==> src/design/kwl_pkg.sv <==
// Shared types, token kind codes and keyword table for the keyword lexer.
// No dependencies; every other design file imports this package.
package kwl_pkg;

    localparam int POS_BITS   = 32;
    localparam int LEN_BITS   = 16;
    localparam int KW_COUNT   = 12;
    localparam int KW_MAX_LEN = 5;
    localparam int PREFIX_W   = 8 * KW_MAX_LEN;
    localparam int START_W    = 32;
    localparam int LENGTH_W   = 16;
    localparam int VALUE_W    = 64;
    localparam int FIFO_DEPTH = 4;
    localparam int FIFO_PTR_W = $clog2(FIFO_DEPTH);
    localparam int FIFO_CNT_W = $clog2(FIFO_DEPTH + 1);

    localparam logic [LEN_BITS-1:0] LEN_MAX = {LEN_BITS{1'b1}};

    typedef logic [4:0] kind_t;

    localparam kind_t KIND_IDENT  = 5'd12;
    localparam kind_t KIND_INT    = 5'd13;
    localparam kind_t KIND_EQ     = 5'd14;
    localparam kind_t KIND_LPAREN = 5'd15;
    localparam kind_t KIND_RPAREN = 5'd16;
    localparam kind_t KIND_SEMI   = 5'd17;
    localparam kind_t KIND_END    = 5'd18;
    localparam kind_t KIND_ERROR  = 5'd19;

    localparam logic [7:0] CH_EQ     = 8'h3D;
    localparam logic [7:0] CH_LPAREN = 8'h28;
    localparam logic [7:0] CH_RPAREN = 8'h29;
    localparam logic [7:0] CH_SEMI   = 8'h3B;
    localparam logic [7:0] CH_ZERO   = 8'h30;

    typedef enum logic [1:0] {
        MODE_IDLE = 2'd0,
        MODE_WORD = 2'd1,
        MODE_NUM  = 2'd2,
        MODE_ERR  = 2'd3
    } mode_t;

    // keyword text, right aligned, in token kind order
    localparam logic [PREFIX_W-1:0] KW_TEXT [KW_COUNT] = '{
        40'h0065786974, 40'h0000007538, 40'h0000753136, 40'h0000753332,
        40'h0000753634, 40'h0000006938, 40'h0000693136, 40'h0000693332,
        40'h0000693634, 40'h0000663332, 40'h0000663634, 40'h7573697A65
    };
    localparam int KW_LEN [KW_COUNT] = '{4, 2, 3, 3, 3, 2, 3, 3, 3, 3, 3, 5};

    typedef struct packed {
        kind_t                kind;
        logic [START_W-1:0]   start_pos;
        logic [LENGTH_W-1:0]  length;
        logic [VALUE_W-1:0]   value;
        logic                 overflow;
        logic [7:0]           bad_char;
        logic                 last;
    } result_t;

    typedef struct packed {
        logic [1:0] count;
        result_t    first;
        result_t    second;
    } push_t;

    function automatic kind_t word_kind(input logic [PREFIX_W-1:0] prefix,
                                        input logic [LEN_BITS-1:0] len);
        kind_t k;
        k = KIND_IDENT;
        for (int i = 0; i < KW_COUNT; i++) begin
            if (len == LEN_BITS'(KW_LEN[i]) && prefix == KW_TEXT[i]) begin
                k = kind_t'(i);
            end
        end
        return k;
    endfunction

endpackage

==> src/design/kwl_core.sv <==
// Input beat register, lexer state and single-pass token logic.
// Depends on kwl_pkg; feeds up to two results per beat to kwl_out_fifo.
module kwl_core (
    input  logic             aclk,
    input  logic             aresetn,
    input  logic             s_valid,
    output logic             s_ready,
    input  logic             s_cmd,
    input  logic [7:0]       s_ch,
    input  logic             room,
    output kwl_pkg::push_t   push
);
    import kwl_pkg::*;

    logic                item_vld_reg, item_vld_next;
    logic                item_cmd_reg;
    logic [7:0]          item_ch_reg;
    mode_t               mode_reg, mode_next;
    logic [POS_BITS-1:0] pos_reg, pos_next;
    logic [POS_BITS-1:0] start_reg, start_next;
    logic [LEN_BITS-1:0] len_reg, len_next;
    logic [PREFIX_W-1:0] prefix_reg, prefix_next;
    logic [VALUE_W-1:0]  acc_reg, acc_next;
    logic                ovf_reg, ovf_next;

    logic                proc;
    logic                is_alpha, is_digit, is_space, open_tok, extend;
    logic [VALUE_W+3:0]  acc_wide;
    logic [LEN_BITS-1:0] len_grown;
    result_t             close_res, start_res;
    logic                start_vld;

    assign s_ready       = !item_vld_reg || room;
    assign proc          = item_vld_reg && room;
    assign item_vld_next = (s_valid && s_ready) || (item_vld_reg && !proc);

    assign is_alpha = item_ch_reg inside {[8'h41:8'h5A], [8'h61:8'h7A]};
    assign is_digit = item_ch_reg inside {[8'h30:8'h39]};
    assign is_space = item_ch_reg inside {8'h20, [8'h09:8'h0D]};
    assign open_tok = (mode_reg == MODE_WORD) || (mode_reg == MODE_NUM);
    assign extend   = ((mode_reg == MODE_WORD) && (is_alpha || is_digit))
                   || ((mode_reg == MODE_NUM) && is_digit);

    assign acc_wide  = {acc_reg, 3'b000} + {2'b00, acc_reg, 1'b0}
                     + (VALUE_W+4)'(item_ch_reg - CH_ZERO);
    assign len_grown = (len_reg == LEN_MAX) ? len_reg : len_reg + 1'b1;

    always_comb begin
        mode_next   = mode_reg;
        pos_next    = pos_reg;
        start_next  = start_reg;
        len_next    = len_reg;
        prefix_next = prefix_reg;
        acc_next    = acc_reg;
        ovf_next    = ovf_reg;
        if (proc) begin
            if (item_cmd_reg) begin
                mode_next   = MODE_IDLE;
                pos_next    = '0;
                start_next  = '0;
                len_next    = '0;
                prefix_next = '0;
                acc_next    = '0;
                ovf_next    = 1'b0;
            end else begin
                pos_next = pos_reg + 1'b1;
                if (mode_reg == MODE_ERR) begin
                    mode_next = MODE_ERR;
                end else if (extend) begin
                    len_next = len_grown;
                    if (mode_reg == MODE_WORD) begin
                        if (len_reg < LEN_BITS'(KW_MAX_LEN)) begin
                            prefix_next = {prefix_reg[PREFIX_W-9:0], item_ch_reg};
                        end
                    end else if (acc_wide[VALUE_W+3:VALUE_W] != '0) begin
                        acc_next = '1;
                        ovf_next = 1'b1;
                    end else begin
                        acc_next = acc_wide[VALUE_W-1:0];
                    end
                end else begin
                    start_next  = pos_reg;
                    len_next    = LEN_BITS'(1);
                    prefix_next = '0;
                    acc_next    = '0;
                    ovf_next    = 1'b0;
                    if (is_alpha) begin
                        mode_next   = MODE_WORD;
                        prefix_next = PREFIX_W'(item_ch_reg);
                    end else if (is_digit) begin
                        mode_next = MODE_NUM;
                        acc_next  = VALUE_W'(item_ch_reg - CH_ZERO);
                    end else if (is_space || item_ch_reg == CH_EQ
                              || item_ch_reg == CH_LPAREN || item_ch_reg == CH_RPAREN
                              || item_ch_reg == CH_SEMI) begin
                        mode_next = MODE_IDLE;
                    end else begin
                        mode_next = MODE_ERR;
                    end
                end
            end
        end
    end

    always_comb begin
        close_res           = '0;
        close_res.kind      = (mode_reg == MODE_WORD) ? word_kind(prefix_reg, len_reg)
                                                      : KIND_INT;
        close_res.start_pos = START_W'(start_reg);
        close_res.length    = LENGTH_W'(len_reg);
        if (mode_reg == MODE_NUM) begin
            close_res.value    = acc_reg;
            close_res.overflow = ovf_reg;
        end

        start_res           = '0;
        start_res.start_pos = START_W'(pos_reg);
        start_res.length    = LENGTH_W'(1);
        start_res.last      = 1'b1;
        start_vld           = 1'b1;
        if (item_cmd_reg) begin
            start_res.kind   = KIND_END;
            start_res.length = '0;
        end else if (item_ch_reg == CH_EQ) begin
            start_res.kind = KIND_EQ;
        end else if (item_ch_reg == CH_LPAREN) begin
            start_res.kind = KIND_LPAREN;
        end else if (item_ch_reg == CH_RPAREN) begin
            start_res.kind = KIND_RPAREN;
        end else if (item_ch_reg == CH_SEMI) begin
            start_res.kind = KIND_SEMI;
        end else begin
            start_res.kind     = KIND_ERROR;
            start_res.bad_char = item_ch_reg;
            start_vld          = !(is_alpha || is_digit || is_space);
        end

        push = '0;
        if (proc) begin
            if (item_cmd_reg) begin
                if (open_tok) begin
                    push.count = 2'd2;
                    push.first = close_res;
                    push.second = start_res;
                end else begin
                    push.count = 2'd1;
                    push.first = start_res;
                end
            end else if (mode_reg != MODE_ERR && !extend) begin
                if (open_tok && start_vld) begin
                    push.count  = 2'd2;
                    push.first  = close_res;
                    push.second = start_res;
                end else if (open_tok) begin
                    push.count      = 2'd1;
                    push.first      = close_res;
                    push.first.last = 1'b1;
                end else if (start_vld) begin
                    push.count = 2'd1;
                    push.first = start_res;
                end
            end
        end
    end

    always_ff @(posedge aclk) begin
        if (!aresetn) begin
            item_vld_reg <= 1'b0;
            mode_reg     <= MODE_IDLE;
            pos_reg      <= '0;
            start_reg    <= '0;
            len_reg      <= '0;
            prefix_reg   <= '0;
            acc_reg      <= '0;
            ovf_reg      <= 1'b0;
        end else begin
            item_vld_reg <= item_vld_next;
            mode_reg     <= mode_next;
            pos_reg      <= pos_next;
            start_reg    <= start_next;
            len_reg      <= len_next;
            prefix_reg   <= prefix_next;
            acc_reg      <= acc_next;
            ovf_reg      <= ovf_next;
        end
    end

    always_ff @(posedge aclk) begin
        if (s_valid && s_ready) begin
            item_cmd_reg <= s_cmd;
            item_ch_reg  <= s_ch;
        end
    end

endmodule

==> src/design/kwl_out_fifo.sv <==
// Result queue: takes up to two results a cycle, hands out one beat a cycle
// while m_ready is high. Depends on kwl_pkg.
module kwl_out_fifo (
    input  logic              aclk,
    input  logic              aresetn,
    input  kwl_pkg::push_t    push,
    output logic              room,
    output logic              m_valid,
    input  logic              m_ready,
    output kwl_pkg::result_t  m_data
);
    import kwl_pkg::*;

    result_t               mem [FIFO_DEPTH];
    logic [FIFO_PTR_W-1:0] wr_ptr_reg, wr_ptr_next;
    logic [FIFO_PTR_W-1:0] rd_ptr_reg, rd_ptr_next;
    logic [FIFO_CNT_W-1:0] count_reg, count_next;
    logic                  pop;

    assign m_valid     = count_reg != '0;
    assign m_data      = mem[rd_ptr_reg];
    assign room        = count_reg <= FIFO_CNT_W'(FIFO_DEPTH - 2);
    assign pop         = m_valid && m_ready;
    assign wr_ptr_next = wr_ptr_reg + FIFO_PTR_W'(push.count);
    assign rd_ptr_next = rd_ptr_reg + FIFO_PTR_W'(pop);
    assign count_next  = count_reg + FIFO_CNT_W'(push.count) - FIFO_CNT_W'(pop);

    always_ff @(posedge aclk) begin
        if (!aresetn) begin
            wr_ptr_reg <= '0;
            rd_ptr_reg <= '0;
            count_reg  <= '0;
        end else begin
            wr_ptr_reg <= wr_ptr_next;
            rd_ptr_reg <= rd_ptr_next;
            count_reg  <= count_next;
        end
    end

    always_ff @(posedge aclk) begin
        if (push.count != 2'd0) begin
            mem[wr_ptr_reg] <= push.first;
        end
        if (push.count == 2'd2) begin
            mem[wr_ptr_reg + 1'b1] <= push.second;
        end
    end

endmodule

==> src/design/keyword_lexer.sv <==
// keyword_lexer: one source byte or end marker per beat, tokens out.
// Input beat is registered, its results then queued; a beat may give two.
// Throughput: one input beat per cycle while the 4-entry result queue has room
// for two results; one result beat out per cycle while m_axis_tready is high.
// Reset: aresetn synchronous active low; clears lexer state, position and queue.
// Depends on kwl_pkg, kwl_core, kwl_out_fifo.
module keyword_lexer (
    input  logic         aclk,
    input  logic         aresetn,
    input  logic         s_axis_tvalid,
    output logic         s_axis_tready,
    input  logic [7:0]   s_axis_tdata,   // ch
    input  logic         s_axis_tuser,   // cmd
    output logic         m_axis_tvalid,
    input  logic         m_axis_tready,
    output logic [127:0] m_axis_tdata,   // start_pos, token_length, int_value,
                                         // value_overflow, bad_char, zero pad
    output logic [4:0]   m_axis_tuser,   // token_kind
    output logic         m_axis_tlast    // last_in_run
);
    import kwl_pkg::*;

    push_t   push;
    logic    room;
    result_t out_res;

    kwl_core u_core (
        .aclk    (aclk),
        .aresetn (aresetn),
        .s_valid (s_axis_tvalid),
        .s_ready (s_axis_tready),
        .s_cmd   (s_axis_tuser),
        .s_ch    (s_axis_tdata),
        .room    (room),
        .push    (push)
    );

    kwl_out_fifo u_fifo (
        .aclk    (aclk),
        .aresetn (aresetn),
        .push    (push),
        .room    (room),
        .m_valid (m_axis_tvalid),
        .m_ready (m_axis_tready),
        .m_data  (out_res)
    );

    assign m_axis_tdata = {7'b0, out_res.bad_char, out_res.overflow, out_res.value,
                           out_res.length, out_res.start_pos};
    assign m_axis_tuser = out_res.kind;
    assign m_axis_tlast = out_res.last;

`ifndef SYNTHESIS
    a_end_last: assert property (@(posedge aclk) disable iff (!aresetn)
        m_axis_tvalid && m_axis_tuser == KIND_END |-> m_axis_tlast)
        else $error("end token not last in run");

    a_value_int_only: assert property (@(posedge aclk) disable iff (!aresetn)
        m_axis_tvalid && m_axis_tuser != KIND_INT |-> m_axis_tdata[112:48] == '0)
        else $error("value or overflow set on non-integer token");

    a_push_room: assert property (@(posedge aclk) disable iff (!aresetn)
        push.count != 2'd0 |-> $past(room) || room)
        else $error("result pushed without queue room");

    a_reset_empty: assert property (@(posedge aclk)
        !aresetn |=> !m_axis_tvalid)
        else $error("result beat valid after reset");
`endif

endmodule

==> config.mk <==
export PLATFORM = sky130hd
export DESIGN_NAME = keyword_lexer
export DESIGN_NICKNAME = d
export VERILOG_FILES = /design/src/design/kwl_pkg.sv /design/src/design/kwl_core.sv /design/src/design/kwl_out_fifo.sv /design/src/design/keyword_lexer.sv
export SDC_FILE = /design/constraint.sdc
export NUM_CORES = 2
export LEC_CHECK = 0
export ABC_AREA = 1
export BUFFER_PORTS_ARGS = -buffer_cell sky130_fd_sc_hd__clkbuf_2
export CORE_MARGIN = 2
export CORE_UTILIZATION = 25
export CTS_BUF_LIST = sky130_fd_sc_hd__clkbuf_16
export DETAILED_ROUTE_END_ITERATION = 10
export HOLD_SLACK_MARGIN = 0.12
export MAX_ROUTING_LAYER = met4
export PLACE_DENSITY_LB_ADDON = 0.3
export REMOVE_ABC_BUFFERS = 1
export SETUP_SLACK_MARGIN = 0.2
export SLEW_MARGIN = 20
export SYNTH_ARGS = -nofsm -noshare
export SYNTH_HDL_FRONTEND = slang
export SYNTH_HIERARCHICAL = 1
export SYNTH_SLANG_ARGS = --single-unit
==> constraint.sdc <==
create_clock -name aclk -period 38.8 [get_ports aclk]
set_input_delay 7.76 -clock aclk [delete_from_list [all_inputs] [get_ports aclk]]
set_output_delay 7.76 -clock aclk [all_outputs]
set_load 0.01 [all_outputs]
* After elaboration in Yosys (flattened, before gate mapping)
Memories as Yosys holds them, arrays and structs flattened. A register that Yosys moved wholly into a read port is not among the register bits. Index checks and enable logic that the tools add are counted.
Operators by class: add/subtract/negate cells 11, equal/unequal tests 35, reduce and logical (&&, ||, !) cells 49, mux-type cells 76, $mul 0, bitwise logic cells 0, shift-type cells 0, divide/modulo/power cells 0, order comparisons 10
Operators by type and width (number):
- 256-bit 2-to-1 mux | 3
- 64-bit 2-to-1 mux | 7
- 129-bit 2-to-1 mux | 3
- 40-bit by 23-bit equality test with 1-bit output (second input constant) | 8
- 127-bit 2-to-1 mux | 2
- 40-bit 2-to-1 mux | 5
- 128-bit 2-to-1 mux | 1
- 32-bit 2-to-1 mux | 4
- 40-bit by 15-bit equality test with 1-bit output (second input constant) | 2
- 67-bit by 65-bit adder with 68-bit output | 1
- 68-bit adder | 1
- 65-bit 2-to-1 mux | 1
- 16-bit 2-to-1 mux | 4
- 4-bit 2-to-1 mux | 13
- 8-bit 2-to-1 mux | 6
- 40-bit by 31-bit equality test with 1-bit output (second input constant) | 1
- 40-bit by 39-bit equality test with 1-bit output (second input constant) | 1
- 8-bit by 6-bit equality test with 1-bit output (second input constant) | 5
- 32-bit by 1-bit adder with 32-bit output (second input constant) | 1
- 16-bit by 2-bit equality test with 1-bit output (second input constant) | 2
- 16-bit by 3-bit equality test with 1-bit output (second input constant) | 2
- 1-bit logical AND | 24
- 5-bit 2-to-1 mux | 4
- 3-bit by 2-bit inequality test with 1-bit output (second input constant) | 6
- 30 further kinds | 74
Storage, ports and cells: memories kept 1, latch bits 0, logic and storage cells 195, memory bits (writable) 508, bits in read-only memories 0, output and inout port bits 136, flip-flop bits (word level) 204
Memory list:
- u_fifo.mem | depth 4, bits a word 127, read ports 1, clocked after Yosys merged registers in 1, wr ports 2, line kwl_out_fifo.sv:14 | result_t mem [FIFO_DEPTH];

* Longest topological paths before layout
word-level depth 23, mapped depth 26

* Modules after synthesis
The synthesis kept the hierarchy.
By module, submodules not included:
- kwl_out_fifo | area each 24721.2 um^2, sequential area each 15394.8 um^2, times used 1, cells each 2550
- kwl_core | area each 19777.7 um^2, sequential area each 4033.9 um^2, times used 1, cells each 3233
- keyword_lexer | area each 56.3 um^2, sequential area each 0.0 um^2, times used 1, cells each 8

* Worst setup path before layout
No wires, ideal clock.
kind reg2reg, from reg u_core.item_ch_reg[4], to mem u_fifo/mem[3][0] in the netlist's numbering, enable pin, arrival 11.856 ns, setup time 0.799 ns, path buffers 2, setup slack 26.145 ns, stages on the path, launching flop included 17, path through edfxtp_1 -> ha_1 -> nand2_1 -> o21ai_1 -> o21ai_1 -> nand2_1 -> nand3_1 -> inv_1 -> a21oi_1 -> nand2_1 -> clkbuf_1 -> ha_1 -> nand2_1 -> a21oi_1 -> buf_4 -> nor2_1 -> o31ai_1
RTL lines:
- from (decl) | line kwl_core.sv:17 | logic [7:0] item_ch_reg;
- from (signal assigned) | line kwl_core.sv:191 | item_ch_reg <= s_ch;
- to (decl) | line kwl_out_fifo.sv:14

==> insert_results.sql <==
INSERT INTO impl_metrics (metric_group, metric, value, unit) VALUES
('outcome', 'run_status', 'complete, no violations', ''),
('global_routing', 'global_route_wire_length_before_repair', '227', 'mm'),
('timing', 'timing.clock.skew', '27.0', 'ps'),
('clock_tree', 'post_cts.repair.setup_buffers', '0', ''),
('global_routing', 'antenna_found_initial', '7', ''),
('power', 'total_leakage_power', '0.0177', 'uW'),
('synthesis', 'synth-warning-count', '6', ''),
('timing', 'rel_slew_slack', '0.255', ''),
('synthesis', 'ys.flop_type', 'sky130_fd_sc_hd__edfxtp_1', ''),
('place', 'port_buffers', '141', ''),
('die', 'floorplan.die_area', '182000', 'um^2'),
('global_routing', 'grt_util_all_layers', '0.166', ''),
('die', 'die_h', '426', 'um'),
('die', 'coreArea', '177000', 'um^2'),
('worst_setup_path', 'worst-endpoint-required', '31040', 'ps'),
('timing', 'timing.fmax', '86.8', 'MHz'),
('clock_tree', 'tritoncts_clock_tree', 'built', ''),
('power', 'power.total', '2200', 'uW'),
('global_routing', 'gr-total-overflow', '0', ''),
('die', 'std_cell_rows', '154', ''),
('clock_tree', 'post_cts.resized_instances', '0', ''),
('timing', 'timing.final.setup_violations', '0', ''),
('cells_and_area', 'register_area', '19400', 'um^2'),
('cells_and_area', 'multi_input_combinational_cell_area', '21000', 'um^2'),
('drt', 'viasPerCell', '4.70', ''),
('place', 'place_congestion', '0.949', ''),
('worst_setup_path', 'setup.worst_path.start_class', 'flop', ''),
('timing', 'maxSlewViolCount', '0', ''),
('power', 'pwr_density_cell', '44.6', 'nW/um^2'),
('timing', 'finalWorstPathRequiredPeriod', '11530', 'ps'),
('drt', 'firstDrtPassIters', '6', ''),
('synthesis', 'syn_area', '44600', 'um^2'),
('clock_tree', 'clock_insertion_delay_at_the_later_pin_of_the_skew_report', '700', 'ps'),
('timing', 'final_clock_period_utilization_by_the_worst_path', '0.297', ''),
('die', 'die_width', '426', 'um'),
('synthesis', 'synth_area_leader_cell', 'sky130_fd_sc_hd__edfxtp_1', ''),
('timing', 'timing.final.hold_violations', '0', ''),
('drt', 'drt_first_iter_violations', '2774', ''),
('place', 'dp_hpwl', '102', 'mm'),
('hold_path', 'holdCritPathClass', 'reg -> reg', ''),
('cells_and_area', 'layout-area-overhead-vs-synth', '10.8', '%'),
('synthesis', 'number_of_flip_flops_and_latches_in_the_synthesized_netlist', '712', ''),
('timing', 'rsz0062_at_grt', 'no', ''),
('synthesis', 'netlist_instances', '5791', ''),
('clock_tree', 'ctsHtreeMaxLevel', '3', ''),
('worst_setup_path', 'crit_path_end_kind', 'primary output', ''),
('cells_and_area', 'nets', '5900', ''),
('synthesis', 'syn-mean-instance-area', '7.69', 'um^2'),
('synthesis', 'netlist.area_leader.share', '0.348', ''),
('power', 'worst_supply_voltage_drop_on_vdd', '0.0000352', 'V'),
('clock_tree', 'cts_max_path_buffers', '3', ''),
('clock_tree', 'root_buffer', 'sky130_fd_sc_hd__clkbuf_16', ''),
('drt', 'detail-route-antenna-nets', '0', ''),
('drt', 'wl_per_cell', '18.2', 'um'),
('cells_and_area', 'leading_cell_type_in_the_layout_fill_and_taps_excluded', 'sky130_fd_sc_hd__nand2_1', ''),
('cells_and_area', 'final_cell_mix', '1,415 x sky130_fd_sc_hd__nand2_1, 706 x sky130_fd_sc_hd__o21ai_0, 617 x sky130_fd_sc_hd__inv_1', ''),
('drt', 'remaining_routing_drc_violations', '0', ''),
('clock_tree', 'cts_buffers', '84', ''),
('die', 'design.portCount', '149', ''),
('clock_tree', 'clock_transition_at_path_regs', '60', 'ps'),
('timing', 'fin_worst_hold_slack', '460', 'ps'),
('cells_and_area', 'final_cell_area', '49400', 'um^2'),
('drt', 'via_count', '38294', ''),
('cells_and_area', 'final_layout_size_suffix_gt1_frac', '0.0715', ''),
('cells_and_area', 'num-fill-cells', '19006', ''),
('synthesis', 'synth.area.top_cells', 'sky130_fd_sc_hd__edfxtp_1 35%, sky130_fd_sc_hd__nand2_1 12%, sky130_fd_sc_hd__dfxtp_1 8.8%', ''),
('cells_and_area', 'final_core_utilization', '0.279', ''),
('place', 'placed_cell_area', '46700', 'um^2'),
('synthesis', 'synth_async_sr_flop_share', '0', ''),
('worst_setup_path', 'cp.arrival', '3770', 'ps'),
('synthesis', 'ys_seq_area_frac', '0.436', '');
[worst paths after layout]
check	from	end	slack, ps	depth (start not counted)
setup / recovery	u_fifo/rd_ptr_reg[0]	m_axis_tdata[1]	27270	5
hold / removal	u_core/ovf_reg	u_core/ovf_reg	460	2
setup reg to reg	u_core/item_ch_reg[4]	u_fifo/mem[1][109]	31920	17
hold reg to reg	u_core/ovf_reg	u_core/ovf_reg	460	2
[power breakdown]
part,internal [uW],total (uW),switching [uW],leakage [uW]
logic,141,528,387,0.00997
registers,874,902,28.4,0.00636
clock network,436,773,337,0.00137
[cell usage after synthesis, types with 3 or more instances]
master / instances
sky130_fd_sc_hd__nand3_1: 233
sky130_fd_sc_hd__edfxtp_1: 517
sky130_fd_sc_hd__o21a_1: 7
sky130_fd_sc_hd__nor3b_2: 61
sky130_fd_sc_hd__nor2_1: 616
sky130_fd_sc_hd__buf_2: 69
sky130_fd_sc_hd__o21bai_1: 17
sky130_fd_sc_hd__buf_6: 36
sky130_fd_sc_hd__clkbuf_1: 190
sky130_fd_sc_hd__inv_2: 9
sky130_fd_sc_hd__nand2_1: 1425
sky130_fd_sc_hd__nand4_1: 39
sky130_fd_sc_hd__ha_1: 86
sky130_fd_sc_hd__a21o_1: 3
sky130_fd_sc_hd__o21ai_1: 154
sky130_fd_sc_hd__o22ai_1: 159
sky130_fd_sc_hd__or2_2: 6
sky130_fd_sc_hd__clkinv_1: 3
sky130_fd_sc_hd__a21oi_1: 272
sky130_fd_sc_hd__buf_4: 105
sky130_fd_sc_hd__o211ai_1: 3
sky130_fd_sc_hd__nor3_1: 72
sky130_fd_sc_hd__o221ai_1: 32
sky130_fd_sc_hd__fa_1: 64
sky130_fd_sc_hd__o21ai_0: 706
sky130_fd_sc_hd__nor4_1: 21
sky130_fd_sc_hd__buf_1: 16
sky130_fd_sc_hd__xnor2_1: 6
sky130_fd_sc_hd__nand3b_1: 7
sky130_fd_sc_hd__nor2_2: 4
sky130_fd_sc_hd__nand2_2: 3
sky130_fd_sc_hd__a211oi_1: 5
sky130_fd_sc_hd__xor2_1: 32
sky130_fd_sc_hd__inv_1: 597
sky130_fd_sc_hd__dfxtp_1: 195
[cells by family after synthesis]
group                      share of synthesized area
and+or+nand+nor                                0.237
AOI/OAI and AO/OA                              0.163
DFF                                            0.436
xor gates and xnor gates                     0.00747
adders and majority gates                     0.0529
other                                       0.000169
buffers and inverters                          0.103
[worst max-delay path, stage by stage, from the launching register on]
cell and delay (ps):
sky130_fd_sc_hd__dfxtp_4 660, sky130_fd_sc_hd__buf_4 730, sky130_fd_sc_hd__buf_4 760, sky130_fd_sc_hd__o21ai_0 200, sky130_fd_sc_hd__o22ai_1 360, sky130_fd_sc_hd__clkbuf_2 200
[per-stage QoR]
step,worst slack (ps),instances
6_report,27270,8153
3_3_place_gp,28010,7991
4_1_cts,27180,8146
5_1_grt,27070,8153
3_5_place_dp,27980,7991
2_1_floorplan,19870,5460
[metal layers]
metal  global-route usage  up-vias  wire length, um  part of all wire
met4               0.0532        0             3910             0.026
met3               0.0186      195             6360             0.043
met5                    -        -                0                 0
met1                0.213    18180            67600              0.46
li1                     -    19066                -                 -
met2                0.272      853            70500              0.48
[layout make-up]
cell class                      instances  share of cell area
Inverter                              609              0.0466
Sequential cell                       712               0.394
Tap cell                             2340              0.0593
Clock buffer                           86              0.0436
Antenna cell                            7            0.000355
Clock inverter                         69              0.0100
Multi-Input combinational cell       4139               0.425
Timing Repair Buffer                  191              0.0219
Power figures use the tool's default switching activity.
